**src/rtl/core/assert_macros.svh**
```systemverilog
// Assertion helpers shared by the RTL.
`ifndef ASSERT_MACROS_SVH
`define ASSERT_MACROS_SVH

// Same-cycle implication, checked out of reset.
`define ASSERT_IMPLIES(label, clk, rst_n, ante, cons, msg) \
  label: assert property (@(posedge clk) disable iff (!(rst_n)) (ante) |-> (cons)) \
    else $error(msg);

// Next-cycle implication, checked out of reset.
`define ASSERT_NEXT(label, clk, rst_n, ante, cons, msg) \
  label: assert property (@(posedge clk) disable iff (!(rst_n)) (ante) |=> (cons)) \
    else $error(msg);

`endif

```
**src/rtl/core/mcsp_pkg.sv**
```systemverilog
package mcsp_pkg;

  // Default geometry of the card store.
  localparam int unsigned NumSectorsDef  = 1024;
  localparam int unsigned SectorBytesDef = 128;
  localparam int unsigned SectorW        = 16;

  // Action codes on the input word.
  localparam logic [1:0] ACT_EXCHANGE = 2'd0;
  localparam logic [1:0] ACT_SELECT   = 2'd1;
  localparam logic [1:0] ACT_INSERT   = 2'd2;

  // Protocol bytes.
  localparam logic [7:0] CMD_READ    = 8'h52;
  localparam logic [7:0] CMD_WRITE   = 8'h57;
  localparam logic [7:0] ID_HI       = 8'h5A;
  localparam logic [7:0] ID_LO       = 8'h5D;
  localparam logic [7:0] CMD_ACK1    = 8'h5C;
  localparam logic [7:0] CMD_ACK2    = 8'h5D;
  localparam logic [7:0] END_GOOD    = 8'h47;
  localparam logic [7:0] END_BAD_SUM = 8'h4E;
  localparam logic [7:0] BYTE_NONE   = 8'hFF;
  localparam logic [7:0] BYTE_ZERO   = 8'h00;
  localparam logic [7:0] FLAG_NEW    = 8'h08;

  typedef struct packed {
    logic [1:0] action;
    logic [7:0] host_byte;
  } in_item_t;

  typedef struct packed {
    logic [7:0] response_byte;
    logic       ack;
  } out_item_t;

  // Store write request from the sequencer.
  typedef struct packed {
    logic       we;
    logic [7:0] wdata;
  } mem_ctl_t;

endpackage

```
**src/rtl/core/mcsp_seq.sv**
```systemverilog
module mcsp_seq import mcsp_pkg::*; #(
  parameter int unsigned NUM_SECTORS  = NumSectorsDef,
  parameter int unsigned SECTOR_BYTES = SectorBytesDef,
  parameter int unsigned ADDR_W       = $clog2(NumSectorsDef * SectorBytesDef)
) (
  input  logic              clk_i,
  input  logic              rst_ni,
  input  logic              fire_i,
  input  in_item_t          item_i,
  input  logic [7:0]        rdata_i,
  output out_item_t         result_o,
  output mem_ctl_t          mem_o,
  output logic [ADDR_W-1:0] addr_o
);

  localparam int unsigned BiW = (SECTOR_BYTES > 1) ? $clog2(SECTOR_BYTES) : 1;
  localparam logic [BiW-1:0]     ByteLast = BiW'(SECTOR_BYTES - 1);
  localparam logic [SectorW:0]   NumSecW  = (SectorW + 1)'(NUM_SECTORS);
  localparam int unsigned        ProdW    = SectorW + 8;

  // Sequence steps.
  localparam logic [3:0] ST_FLAG    = 4'd0;
  localparam logic [3:0] ST_ID1     = 4'd1;
  localparam logic [3:0] ST_ID2     = 4'd2;
  localparam logic [3:0] ST_SEC_HI  = 4'd3;
  localparam logic [3:0] ST_SEC_LO  = 4'd4;
  localparam logic [3:0] RD_ACK1    = 4'd5;
  localparam logic [3:0] RD_ACK2    = 4'd6;
  localparam logic [3:0] RD_CONF_HI = 4'd7;
  localparam logic [3:0] RD_CONF_LO = 4'd8;
  localparam logic [3:0] RD_DATA    = 4'd9;
  localparam logic [3:0] RD_SUM     = 4'd10;
  localparam logic [3:0] RD_END     = 4'd11;
  localparam logic [3:0] WR_DATA    = 4'd5;
  localparam logic [3:0] WR_SUM     = 4'd6;
  localparam logic [3:0] WR_ACK1    = 4'd7;
  localparam logic [3:0] WR_ACK2    = 4'd8;
  localparam logic [3:0] WR_END     = 4'd9;

  typedef enum logic [1:0] {
    MODE_IDLE  = 2'd0,
    MODE_READ  = 2'd1,
    MODE_WRITE = 2'd2
  } mode_e;

  mode_e              mode_q, mode_d, eff_mode;
  logic [3:0]         step_q, step_d, eff_step;
  logic [7:0]         flag_q, flag_d;
  logic [7:0]         prev_q, prev_d;
  logic [SectorW-1:0] sector_q, sector_d, sector_or;
  logic [BiW-1:0]     bidx_q, bidx_d;
  logic [7:0]         csum_q, csum_d;
  logic               good_q, good_d;
  logic [ADDR_W-1:0]  addr_q, addr_d;
  logic [ProdW-1:0]   base_addr;
  logic               sec_valid;
  logic [7:0]         v;
  out_item_t          res;
  mem_ctl_t           mem;

  assign v         = item_i.host_byte;
  assign sec_valid = {1'b0, sector_q} < NumSecW;

  // Sector start address, formed when the low sector byte arrives.
  assign sector_or = sector_q | {8'h00, v};
  assign base_addr = ProdW'(sector_or) * ProdW'(SECTOR_BYTES);

  // Next state and reply for the word held in the execute slot.
  always_comb begin
    mode_d   = mode_q;
    step_d   = step_q;
    flag_d   = flag_q;
    prev_d   = prev_q;
    sector_d = sector_q;
    bidx_d   = bidx_q;
    csum_d   = csum_q;
    good_d   = good_q;
    addr_d   = addr_q;
    res.response_byte = BYTE_NONE;
    res.ack  = 1'b0;
    mem.we   = 1'b0;
    mem.wdata = v;

    // A command byte in idle starts its sequence at the flag step.
    eff_mode = mode_q;
    eff_step = step_q;
    if (mode_q == MODE_IDLE && v == CMD_READ) begin
      eff_mode = MODE_READ;
      eff_step = ST_FLAG;
    end else if (mode_q == MODE_IDLE && v == CMD_WRITE) begin
      eff_mode = MODE_WRITE;
      eff_step = ST_FLAG;
    end

    case (item_i.action)
      ACT_EXCHANGE: begin
        prev_d = v;
        if (eff_mode == MODE_IDLE) begin
          // rejected command: no ack, stay idle
        end else if ((eff_mode == MODE_READ || eff_mode == MODE_WRITE) &&
                     eff_step <= ST_SEC_LO) begin
          // header shared by read and write
          mode_d  = eff_mode;
          step_d  = eff_step + 4'd1;
          res.ack = 1'b1;
          case (eff_step)
            ST_FLAG: begin
              res.response_byte = flag_q;
              bidx_d = '0;
              csum_d = BYTE_ZERO;
              if (eff_mode == MODE_WRITE) begin
                flag_d = flag_q & ~FLAG_NEW;
              end
            end
            ST_ID1: res.response_byte = ID_HI;
            ST_ID2: res.response_byte = ID_LO;
            ST_SEC_HI: begin
              sector_d = {v, 8'h00};
              csum_d   = v;
              res.response_byte = BYTE_ZERO;
            end
            default: begin
              sector_d = sector_or;
              csum_d   = csum_q ^ v;
              addr_d   = base_addr[ADDR_W-1:0];
              res.response_byte = prev_q;
            end
          endcase
        end else if (eff_mode == MODE_READ) begin
          res.ack = 1'b1;
          unique case (eff_step)
            RD_ACK1: begin
              res.response_byte = CMD_ACK1;
              step_d = step_q + 4'd1;
            end
            RD_ACK2: begin
              res.response_byte = CMD_ACK2;
              step_d = step_q + 4'd1;
            end
            RD_CONF_HI: begin
              res.response_byte = sec_valid ? sector_q[15:8] : BYTE_NONE;
              step_d = step_q + 4'd1;
            end
            RD_CONF_LO: begin
              if (sec_valid) begin
                res.response_byte = sector_q[7:0];
                step_d = step_q + 4'd1;
              end else begin
                res.response_byte = BYTE_NONE;
                mode_d = MODE_IDLE;
                step_d = ST_FLAG;
              end
            end
            RD_DATA: begin
              res.response_byte = rdata_i;
              csum_d = csum_q ^ rdata_i;
              addr_d = addr_q + ADDR_W'(1);
              if (bidx_q == ByteLast) begin
                bidx_d = '0;
                step_d = step_q + 4'd1;
              end else begin
                bidx_d = bidx_q + BiW'(1);
              end
            end
            RD_SUM: begin
              res.response_byte = csum_q;
              step_d = step_q + 4'd1;
            end
            RD_END: begin
              res.response_byte = END_GOOD;
              mode_d = MODE_IDLE;
              step_d = ST_FLAG;
            end
            default: begin
              res.ack = 1'b0;
              mode_d  = MODE_IDLE;
              step_d  = ST_FLAG;
            end
          endcase
        end else if (eff_mode == MODE_WRITE) begin
          res.ack = 1'b1;
          unique case (eff_step)
            WR_DATA: begin
              mem.we = sec_valid;
              csum_d = csum_q ^ v;
              addr_d = addr_q + ADDR_W'(1);
              res.response_byte = prev_q;
              if (bidx_q == ByteLast) begin
                bidx_d = '0;
                step_d = step_q + 4'd1;
              end else begin
                bidx_d = bidx_q + BiW'(1);
              end
            end
            WR_SUM: begin
              good_d = (v == csum_q);
              res.response_byte = prev_q;
              step_d = step_q + 4'd1;
            end
            WR_ACK1: begin
              res.response_byte = CMD_ACK1;
              step_d = step_q + 4'd1;
            end
            WR_ACK2: begin
              res.response_byte = CMD_ACK2;
              step_d = step_q + 4'd1;
            end
            WR_END: begin
              if (!sec_valid) begin
                res.response_byte = BYTE_NONE;
              end else if (!good_q) begin
                res.response_byte = END_BAD_SUM;
              end else begin
                res.response_byte = END_GOOD;
              end
              mode_d = MODE_IDLE;
              step_d = ST_FLAG;
            end
            default: begin
              res.ack = 1'b0;
              mode_d  = MODE_IDLE;
              step_d  = ST_FLAG;
            end
          endcase
        end else begin
          // unused mode code
          mode_d = MODE_IDLE;
          step_d = ST_FLAG;
        end
      end
      ACT_SELECT: begin
        mode_d = MODE_IDLE;
        step_d = ST_FLAG;
      end
      ACT_INSERT: flag_d = FLAG_NEW;
      default: ;
    endcase
  end

  // Protocol state, updated once per executed word.
  always_ff @(posedge clk_i or negedge rst_ni) begin
    if (!rst_ni) begin
      mode_q   <= MODE_IDLE;
      step_q   <= ST_FLAG;
      flag_q   <= FLAG_NEW;
      prev_q   <= BYTE_ZERO;
      sector_q <= '0;
      bidx_q   <= '0;
      csum_q   <= BYTE_ZERO;
      good_q   <= 1'b1;
      addr_q   <= '0;
    end else if (fire_i) begin
      mode_q   <= mode_d;
      step_q   <= step_d;
      flag_q   <= flag_d;
      prev_q   <= prev_d;
      sector_q <= sector_d;
      bidx_q   <= bidx_d;
      csum_q   <= csum_d;
      good_q   <= good_d;
      addr_q   <= addr_d;
    end
  end

  assign result_o = res;
  assign mem_o    = mem;
  assign addr_o   = addr_q;

endmodule

```
**config.mk**
```make
export PLATFORM = sky130hd
export DESIGN_NAME = mcsp_seq
export DESIGN_NICKNAME = d
export VERILOG_FILES = /design/src/rtl/core/assert_macros.svh /design/src/rtl/core/mcsp_pkg.sv /design/src/rtl/core/mcsp_seq.sv
export SDC_FILE = /design/constraint.sdc
export NUM_CORES = 1
export LEC_CHECK = 0
export BUFFER_PORTS_ARGS = -buffer_cell sky130_fd_sc_hd__clkbuf_2
export CORE_MARGIN = 10
export CORE_UTILIZATION = 25
export DETAILED_ROUTE_END_ITERATION = 10
export SLEW_MARGIN = 10
export SYNTH_ARGS = -nofsm -noshare
export SYNTH_HDL_FRONTEND = slang
export SYNTH_SLANG_ARGS = --single-unit
```
**constraint.sdc**
```tcl
create_clock -name clk_i -period 3.8 [get_ports clk_i]
set_input_delay 0 -clock clk_i [delete_from_list [all_inputs] [get_ports clk_i]]
set_output_delay 0 -clock clk_i [all_outputs]
set_load 0.05 [all_outputs]
```
==> metrics.csv, run 1 <==
stage,metric,value,unit
run_status,status,"finished, final reports clean",
synthesis,ys.flop_type,dfrtp_1,
synthesis,synthTopCellsByCount,"a21oi_1 (64), dfrtp_1 (62), nand2_1 (47), o21ai_0 (47), nor2_1 (43)",
power,power_density,280.9,mW/mm²
routing,vias_per_cell,5.601,
synthesis,synthArstFlopShare,1.000,
critical_path,crit_type,reg -> out,
routing,drt_iter0_drc,608,
sta,worst_pin_slew,784.8,ps
critical_path,cp_data_required_time,3800,ps
critical_path,cp-endpoint,result_o[2],
floorplanning,ios,56,
synthesis,syn_area_per_cell,8.280,µm²
critical_path,slowest_stage,or3_1,
synthesis,netlist_instances,615,
critical_path,r2r-end,csum_q[5]$_DFFE_PN0P_,
synthesis,syn-cell-area,0.005092,mm²
floorplanning,start_util,0.2525,
sta,clock_skew,5.618,ps
place,io_buffer_count,55,
critical_path,rr_startpoint,mode_q[1]$_DFFE_PN0P_,
global_route,grt_pass1_wl,29240,µm
global_route,gr-total-overflow,0,
sta,tns,0,ps
critical_path,cp_slowest_stage_delay,500,ps
global_route,grt_pass1_vias,4957,
cts,clk_path_buf_depth,2,
sta,slew_violations,0,
critical_path,regToRegSetupSlack,470,ps
critical_path,cp_top_family,simple AND/OR/NAND/NOR gates,
routing,drt-pass1-iter-count,6,
critical_path,cp.buffers_inverters,2,
sta,maxSlewHeadroom,0.4768,
final_layout,fin_nets,693,
routing,wl_per_cell,19.95,µm
place,dp.cells,914,
cts,htree_levels,3,
synthesis,synth_cell_type_count,81,
synthesis,synth_top_area_cell,dfrtp_1,
final_layout,fin_cells,937,
place,hpwl,13960,µm
synthesis,yosysMostFrequentCell,a21oi_1,
cts,clk_pin_slew,60,ps
routing,drc,0,
cts,cts_sinks,64,
power,ir_drop,0.1927,mV
final_layout,multi_input_area,0.003119,mm²
cts,ctsRootBufferMaster,clkbuf_16,
sta,setup_viol,0,
run,cap_violations,0,
synthesis,synthTopCellsByArea,"dfrtp_1 (30%), a21oi_1 (6.3%), o21ai_0 (4.6%)",
sta,max_freq,283.6,MHz
cts,clock_latency,350,ps
sta,fin_ws,273.9,ps
synthesis,synth_top_area_frac,0.3047,
floorplanning,dieHeight,162.7,µm
routing,detail-route-antenna-nets,0,
power,leakagePower,2.570,nW
floorplanning,rows,52,
critical_path,crit_cells,11,
synthesis,synth-seq-cells,64,
sta,finalCritPeriodShare,0.9279,
sta,fin_crit,3526,ps
sta,hold_violations,0,
synthesis,synth_nets,646,
critical_path,crit_chain,nor4b_4 -> nand3_1 -> nand2_1 -> inv_1 -> ha_1 -> or3_1 -> and3_1 -> o211a_1 -> a221o_1 -> o211ai_1 -> buf_12,
worst_hold_path,hold_path.class,in -> reg,
routing,wl,18700,µm
place,place_ws,428.5,ps
critical_path,end_kind,primary output,
global_route,grt_max_degree,35,
routing,num_vias,5248,
critical_path,rr_worst_depth,13,
place,gp_congestion,0.9738,
critical_path,cp_data_arrival_time,3530,ps
cts,cts_made_buffers,9,
floorplanning,die_area,0.02648,mm²
critical_path,start_kind,flip-flop,
floorplanning,core,0.02017,mm²
floorplanning,die_w,162.7,µm
worst_hold_path,hold_path_startpoint,item_i[9],
synthesis,yosysWarningCount,0,
final_layout,nFillCells,2195,
critical_path,startpoint,mode_q[1]$_DFFE_PN0P_,
power,total_power,0.001696,W
final_layout,area_growth,18.53,%
synthesis,synth_edf_count,0,
global_route,gr-usage-all-layers,0.1388,
global_route,antenna_found_initial,0,
sta,rsz0062_at_grt,false,
final_layout,regArea,0.001604,mm²
critical_path,cp_max_fo,9,
cts,cts_tree,yes,
synthesis,yosysSeqAreaShare,0.3150,
final_layout,diodes,0,
final_layout,drive_above_1_share,0.2099,
==> flip-flops by register name, indices dropped and copies added, names as in the netlist <==
name,count
good_q,1
bidx_q,7
flag_q,1
addr_o,17
step_q,4
sector_q,16
csum_q,8
prev_q,8
mode_q,2
==> timing repair <==
item	4_1_cts	5_1_grt
endpoints found under the hold margin	33	0
hold buffers	2	0
endpoints found under the setup margin	0	7
buffers inserted	0	5
gates resized for setup	0	1
==> worst min-delay path: stages <==
cell and delay [ps]:
clkbuf_2 160, a21oi_1 140, o21ai_0 80
==> cells in the final DEF, fill, tap and decap left out, drive strengths merged, types with 10 or more instances in the layout <==
master  synthesis  final
a21oi          65     65
dfrtp          62     62
clkbuf         23     59
o21ai          51     51
nand2          47     47
nor2           44     44
buf            32     39
nand3          20     20
nor3           20     20
inv            18     19
mux2           18     18
and3           12     12
o22ai          11     11
nand4          10     10
ha             10     10
==> metrics by stage <==
step                      hold WS (ps)    util  cell area (µm²)
after floorplan                 -295.6       -             5092
after global placement           126.5  0.2816             5680
after detailed placement         129.1  0.2816             5680
after CTS                        47.63  0.2973             5997
after global routing             104.6  0.2993             6036
final                            57.51  0.2993             6036
==> layout make-up <==
| type | instances | area share |
|---|---|---|
| Multi-Input combinational cell | 478 | 0.5168 |
| Timing Repair Buffer | 91 | 0.1012 |
| Inverter | 18 | 0.01119 |
| Tap cell | 270 | 0.05597 |
| Clock inverter | 7 | 0.01182 |
| Clock buffer | 9 | 0.03731 |
| Sequential cell | 64 | 0.2658 |
==> worst min path at each step <==
stage | to | slack [ps] | depth (start not counted)
after floorplan | addr_o[0]$_DFFE_PN0P_ | -300 | 0
after global placement | addr_o[10]$_DFFE_PN0P_ | 130 | 1
after detailed placement | addr_o[10]$_DFFE_PN0P_ | 130 | 1
after CTS | flag_q[3]$_DFFE_PN1P_ | 50 | 3
after global routing | flag_q[3]$_DFFE_PN1P_ | 100 | 3
final | flag_q[3]$_DFFE_PN1P_ | 60 | 3
==> metal layers <==
layer  vias up  global-route usage  share of wire
met3        36             0.02401          0.064
met1      2565              0.1793           0.43
met4         0             0.05533          0.029
met5         -                   0              0
li1       2419                   -              -
met2       228              0.2248           0.48
==> cell families after synthesis <==
group | share of synthesized area
multiplexers | 0.04963
AO/OA/AOI/OAI | 0.2941
AND/OR/NAND/NOR | 0.2202
buffers and inverters | 0.07272
XOR/XNOR | 0.02384
flip-flops | 0.3150
adder cells (fa/ha/maj) | 0.02457
==> power by group <==
part / total, W / internal, W / switching, W
combinational: 0.000133 / 0.0000452 / 0.0000881
sequential: 0.000714 / 0.000698 / 0.0000156
clock: 0.000849 / 0.000509 / 0.000340
total: 0.00170 / 0.00125 / 0.000444
(Power assumes the default switching activity.)
==> run 2: changes to the inputs <==
==> constraint.sdc (replaced) <==
create_clock -name clk_i -period 3.8 [get_ports clk_i]
set_input_delay 0 -clock clk_i [delete_from_list [all_inputs] [get_ports clk_i]]
set_output_delay 0 -clock clk_i [all_outputs]
set_load 0.1 [all_outputs]
==> run 2 against run 1 <==
Against the previous run:
- via count down 0.29%
- utilization grew 0.60 points
- critical path type unchanged
- non-clock buffer count fell by 5
- total power increased by 4.6%
- clock skew increased by 3.7 ps
- hold slack worse by 13 ps
- sequential share of layout area decreased by 0.52 points
- register-to-register slack lost 250 ps
- die area did not move
- worst setup slack worse by 170 ps
- wire length increased by 0.57%
- maximum frequency is 4.5% lower
==> metrics.csv, run 2 (synthesized netlist as in run 1, its figures left out) <==
stage,metric,value,unit
run_status,status,"finished, final reports clean",
power,ir_drop,0.1681,mV
global_route,grt_pass1_vias,4997,
critical_path,slowest_stage,nor4b_4,
floorplanning,die_area,0.02648,mm²
floorplanning,die_w,162.7,µm
routing,drc,0,
final_layout,fin_nets,688,
worst_hold_path,hold_path.class,in -> reg,
place,io_buffer_count,55,
cts,cts_hold_buf,2,
sta,fin_ws,106.4,ps
global_route,antenna_found_initial,0,
routing,drt-pass1-iter-count,5,
cts,cts_setup_buffers,0,
final_layout,mostFrequentLayoutCells,"a21oi_1 (64), dfrtp_1 (62), nand2_1 (46)",
critical_path,regToRegSetupSlack,220,ps
cts,cts_tree,yes,
floorplanning,start_util,0.2525,
place,placed_cell_area,0.005822,mm²
power,power_density,288.0,mW/mm²
sta,tns,0,ps
critical_path,crit_chain,nor4b_4 -> and3_1 -> nor2_1 -> inv_1 -> ha_1 -> inv_1 -> nor2_1 -> a221oi_1 -> a221o_1 -> o211ai_1 -> buf_12,
power,leakagePower,2.609,nW
routing,vias_per_cell,5.615,
critical_path,cp_data_arrival_time,3690,ps
routing,detail-route-antenna-nets,0,
cts,cts_made_buffers,9,
place,place_ws,302.8,ps
final_layout,area_growth,20.88,%
sta,slew_violations,0,
cts,htree_levels,3,
cts,cts_sinks,64,
critical_path,cp_top_family,simple AND/OR/NAND/NOR gates,
sta,fin_crit,3694,ps
final_layout,largest_reg_flops,17,
final_layout,drive_above_1_share,0.2175,
sta,setup_viol,0,
floorplanning,rows,52,
place,hpwl,13940,µm
cts,post_cts_resized,0,
sta,worst_pin_slew,938.7,ps
critical_path,end_kind,primary output,
critical_path,start_kind,flip-flop,
sta,hold_violations,0,
cts,clock_latency,350,ps
final_layout,final_area,0.006156,mm²
routing,drt_iter0_drc,707,
cts,clk_pin_slew,60,ps
final_layout,diodes,0,
floorplanning,dieHeight,162.7,µm
cts,ctsRootBufferMaster,clkbuf_16,
sta,max_freq,270.7,MHz
critical_path,cp_data_required_time,3800,ps
critical_path,cp_slowest_stage_delay,510,ps
global_route,gr-usage-all-layers,0.1387,
routing,wl_per_cell,20.17,µm
sta,rsz0062_at_grt,false,
global_route,gr-total-overflow,0,
critical_path,cp_max_fo,9,
floorplanning,core,0.02017,mm²
final_layout,layout_commonest_cell,a21oi_1,
routing,num_vias,5233,
global_route,grt_pass1_wl,29260,µm
cts,clk_path_buf_depth,2,
global_route,grt_max_degree,40,
critical_path,crit_type,reg -> out,
place,gp_congestion,0.9817,
sta,finalCritPeriodShare,0.9720,
floorplanning,ios,56,
critical_path,cp.buffers_inverters,3,
run,cap_violations,0,
routing,wl,18800,µm
sta,clock_skew,9.358,ps
sta,maxSlewHeadroom,0.3742,
==> run 2: stage by stage <==
step	power (W)	hold WS [ps]	std cells	utilization
after floorplan	0.0008173	-295.6	615	-
after global placement	0.0008719	184.0	914	0.2886
after detailed placement	0.0008742	195.5	914	0.2886
after CTS	0.001792	49.33	932	0.3052
after global routing	0.001824	78.56	932	0.3052
final	0.001773	44.83	932	0.3052
==> run 2: final timing paths <==
check,from,to,cells past startpoint
worst max register to register,mode_q[1]$_DFFE_PN0P_,addr_o[13]$_DFFE_PN0P_,10
max in group asynchronous,rst_ni,bidx_q[5]$_DFFE_PN0P_,3
min in group asynchronous,rst_ni,addr_o[5]$_DFFE_PN0P_,2
worst min register to register,sector_q[12]$_DFFE_PN0P_,sector_q[12]$_DFFE_PN0P_,1
worst min-delay path,item_i[9],flag_q[3]$_DFFE_PN1P_,3
worst max-delay path,mode_q[1]$_DFFE_PN0P_,result_o[2],11
==> run 2: worst min-delay path, stage by stage <==
cell      delay, ps
clkbuf_2        160
a21oi_1         150
o21ai_0          80
==> run 2: metal layers <==
metal / global-route usage / up-vias / routed length, µm
met2: 0.2254 / 232 / 9076
met3: 0.02022 / 40 / 1098
li1: - / 2403 / -
met4: 0.06230 / 0 / 573
met1: 0.1784 / 2558 / 8053
met5: 0 / - / 0
==> run 2: report_power, final <==
part | switching (W) | leakage [nW] | internal (W)
sequential | 0.0000143 | 0.839 | 0.000698
clock | 0.000335 | 0.150 | 0.000575
combinational | 0.000104 | 1.62 | 0.0000456
total | 0.000454 | 2.61 | 0.00132
==> run 2: layout make-up <==
type / instances / area (µm²)
clock inverter: 5 / 81.33
inverter: 18 / 67.56
sequential: 64 / 1604
fill: 2205 / 14010
multi-input combinational: 478 / 3182
timing repair buffer: 86 / 650.6
clock buffer: 11 / 232.7
tap: 270 / 337.8
==> run 3: changes to the inputs <==
--- a/config.mk
+++ b/config.mk
@@ -9,6 +9,7 @@
 export CORE_MARGIN = 10
 export CORE_UTILIZATION = 25
 export DETAILED_ROUTE_END_ITERATION = 10
+export PLACE_DENSITY = 0.47
 export SLEW_MARGIN = 10
 export SYNTH_ARGS = -nofsm -noshare
 export SYNTH_HDL_FRONTEND = slang
==> run 3 against run 2 <==
Against the previous run:
- die area unchanged
- sequential share of layout area is 0.12 points lower
- clock skew decreased by 1.3 ps
- sequential power hardly changed
- total power decreased by 2.5%
- clock-buffer cell count did not move
- cell count is 0.54% higher
- global-route usage is 1.5 points higher
- critical endpoint unchanged
- largest power group unchanged
==> metrics.csv, run 3 (synthesized netlist as in run 1, its figures left out) <==
stage,metric,value,unit
run_status,status,"finished, final reports clean",
final_layout,area_growth,21.45,%
floorplanning,die_area,0.02648,mm²
worst_hold_path,hold_end,flag_q[3]$_DFFE_PN1P_,
floorplanning,core,0.02017,mm²
routing,drc,0,
power,ir_drop,0.1507,mV
routing,detail-route-antenna-nets,0,
power,power_density,279.5,mW/mm²
critical_path,slowest_stage,or3_4,
floorplanning,rows,52,
sta,clock_skew,8.036,ps
place,place_ws,315.8,ps
routing,drt_iter0_drc,459,
sta,rsz0062_at_grt,false,
routing,vias_per_cell,5.710,
floorplanning,dieHeight,162.7,µm
final_layout,layout_commonest_cell,a21oi_1,
sta,fin_ws,161.7,ps
critical_path,cp_data_arrival_time,3640,ps
place,dp.cells,915,
global_route,grt_max_degree,39,
sta,worst_pin_slew,938.2,ps
critical_path,cp.buffers_inverters,4,
cts,htree_levels,3,
sta,setup_viol,0,
sta,hold_violations,0,
cts,clk_pin_slew,60,ps
worst_hold_path,whs_path_depth,3,
global_route,antenna_found_initial,0,
final_layout,diodes,0,
critical_path,cp_slowest_stage_delay,450,ps
global_route,gr-usage-all-layers,0.1538,
critical_path,cp_max_fo,14,
cts,cts_tree,yes,
global_route,gr-total-overflow,0,
global_route,grt_pass1_wl,32090,µm
cts,clock_latency,350,ps
critical_path,rr_worst_depth,11,
routing,wl_per_cell,21.86,µm
place,hpwl,15150,µm
critical_path,rr_startpoint,mode_q[1]$_DFFE_PN0P_,
critical_path,crit_chain,nor4b_4 -> buf_4 -> nand3_2 -> nand2_2 -> inv_1 -> ha_1 -> buf_4 -> or3_4 -> and3_1 -> o211a_1 -> a221o_1 -> o211ai_1 -> buf_12,
sta,slew_violations,0,
final_layout,nFillCells,2163,
final_layout,regArea,0.001604,mm²
final_layout,multi_input_area,0.003188,mm²
routing,num_vias,5350,
final_layout,mostFrequentLayoutCells,"a21oi_1 (64), dfrtp_1 (62), nand2_1 (46)",
floorplanning,die_w,162.7,µm
final_layout,fin_nets,693,
critical_path,r2r-end,addr_o[14]$_DFFE_PN0P_,
sta,maxSlewHeadroom,0.3716,
run,cap_violations,0,
global_route,grt_pass1_vias,5267,
cts,ctsRootBufferMaster,clkbuf_16,
worst_hold_path,hold_path_startpoint,fire_i,
critical_path,crit_type,reg -> out,
routing,wl,20480,µm
worst_hold_path,hold_path.class,in -> reg,
critical_path,cp_top_family,simple AND/OR/NAND/NOR gates,
critical_path,regToRegSetupSlack,300,ps
critical_path,cp_common_cell,buf_4,
power,leakagePower,2.630,nW
critical_path,end_kind,primary output,
final_layout,fin_cells,937,
final_layout,drive_above_1_share,0.2264,
sta,finalCritPeriodShare,0.9575,
critical_path,start_kind,flip-flop,
cts,cts_made_buffers,9,
final_layout,largest_reg_flops,17,
cts,clk_path_buf_depth,2,
sta,max_freq,274.9,MHz
routing,drt-pass1-iter-count,6,
critical_path,cp_data_required_time,3800,ps
place,io_buffer_count,55,
floorplanning,ios,56,
cts,cts_sinks,64,
floorplanning,start_util,0.2525,
sta,fin_crit,3638,ps
place,gp_congestion,0.9373,
[run 3: how the worst max path moves through the flow]
stage,startpoint,to,depth (start not counted)
6_report,mode_q[1]$_DFFE_PN0P_,result_o[2],13
5_1_grt,mode_q[1]$_DFFE_PN0P_,result_o[2],13
4_1_cts,mode_q[1]$_DFFE_PN0P_,result_o[8],11
3_5_place_dp,mode_q[1]$_DFFE_PN0P_,addr_o[14]$_DFFE_PN0P_,10
3_3_place_gp,mode_q[1]$_DFFE_PN0P_,addr_o[14]$_DFFE_PN0P_,10
2_1_floorplan,mode_q[1]$_DFFE_PN0P_,result_o[0],11
[run 3: power breakdown]
part	total (W)	leakage [nW]	switching, W	internal (W)
combinational	0.000153	1.65	0.000106	0.0000470
clock	0.000862	0.145	0.000337	0.000525
sequential	0.000714	0.839	0.0000159	0.000698
[run 3: cell type report]
class / count / area share
flip-flops and latches: 64 / 0.2594
repair buffers: 91 / 0.1113
multi-input cells: 478 / 0.5155
clock buffers: 11 / 0.03925
well taps: 270 / 0.05462
inverters: 18 / 0.01092
clock inverters: 5 / 0.009104
[run 3: timing repair]
item	in CTS	in global routing
setup endpoints to repair	0	9
hold buffers	2	0
endpoints found under the hold margin	37	0
setup buffers	0	4
resized for setup	0	1
[run 3: per-stage QoR]
| stage | hold WS [ps] | power [W] | cell area, µm² | util | setup TNS, ps |
|---|---|---|---|---|---|
| after CTS | 39.44 | 0.001739 | 6148 | 0.3048 | 0 |
| after detailed placement | 195.1 | 0.0008769 | 5829 | 0.2890 | 0 |
| after floorplan | -295.6 | 0.0008173 | 5185 | - | -88.36 |
| after global routing | 91.19 | 0.001786 | 6185 | 0.3066 | 0 |
| after global placement | 182.2 | 0.0008737 | 5829 | 0.2890 | 0 |
| final | 38.22 | 0.001729 | 6185 | 0.3066 | 0 |
[run 3: layer usage]
layer	GRT usage	vias up	routed length [µm]
met1	0.2005	2657	8936
li1	-	2431	-
met2	0.2531	230	9941
met3	0.02300	32	1119
met4	0.05369	0	486
met5	0	-	0
[run 3: tightest hold or removal path: cells and delay by family]
family | cells | cell delay, ps
buffers and inverters | 1 | 130
AOI/OAI and AO/OA | 2 | 240
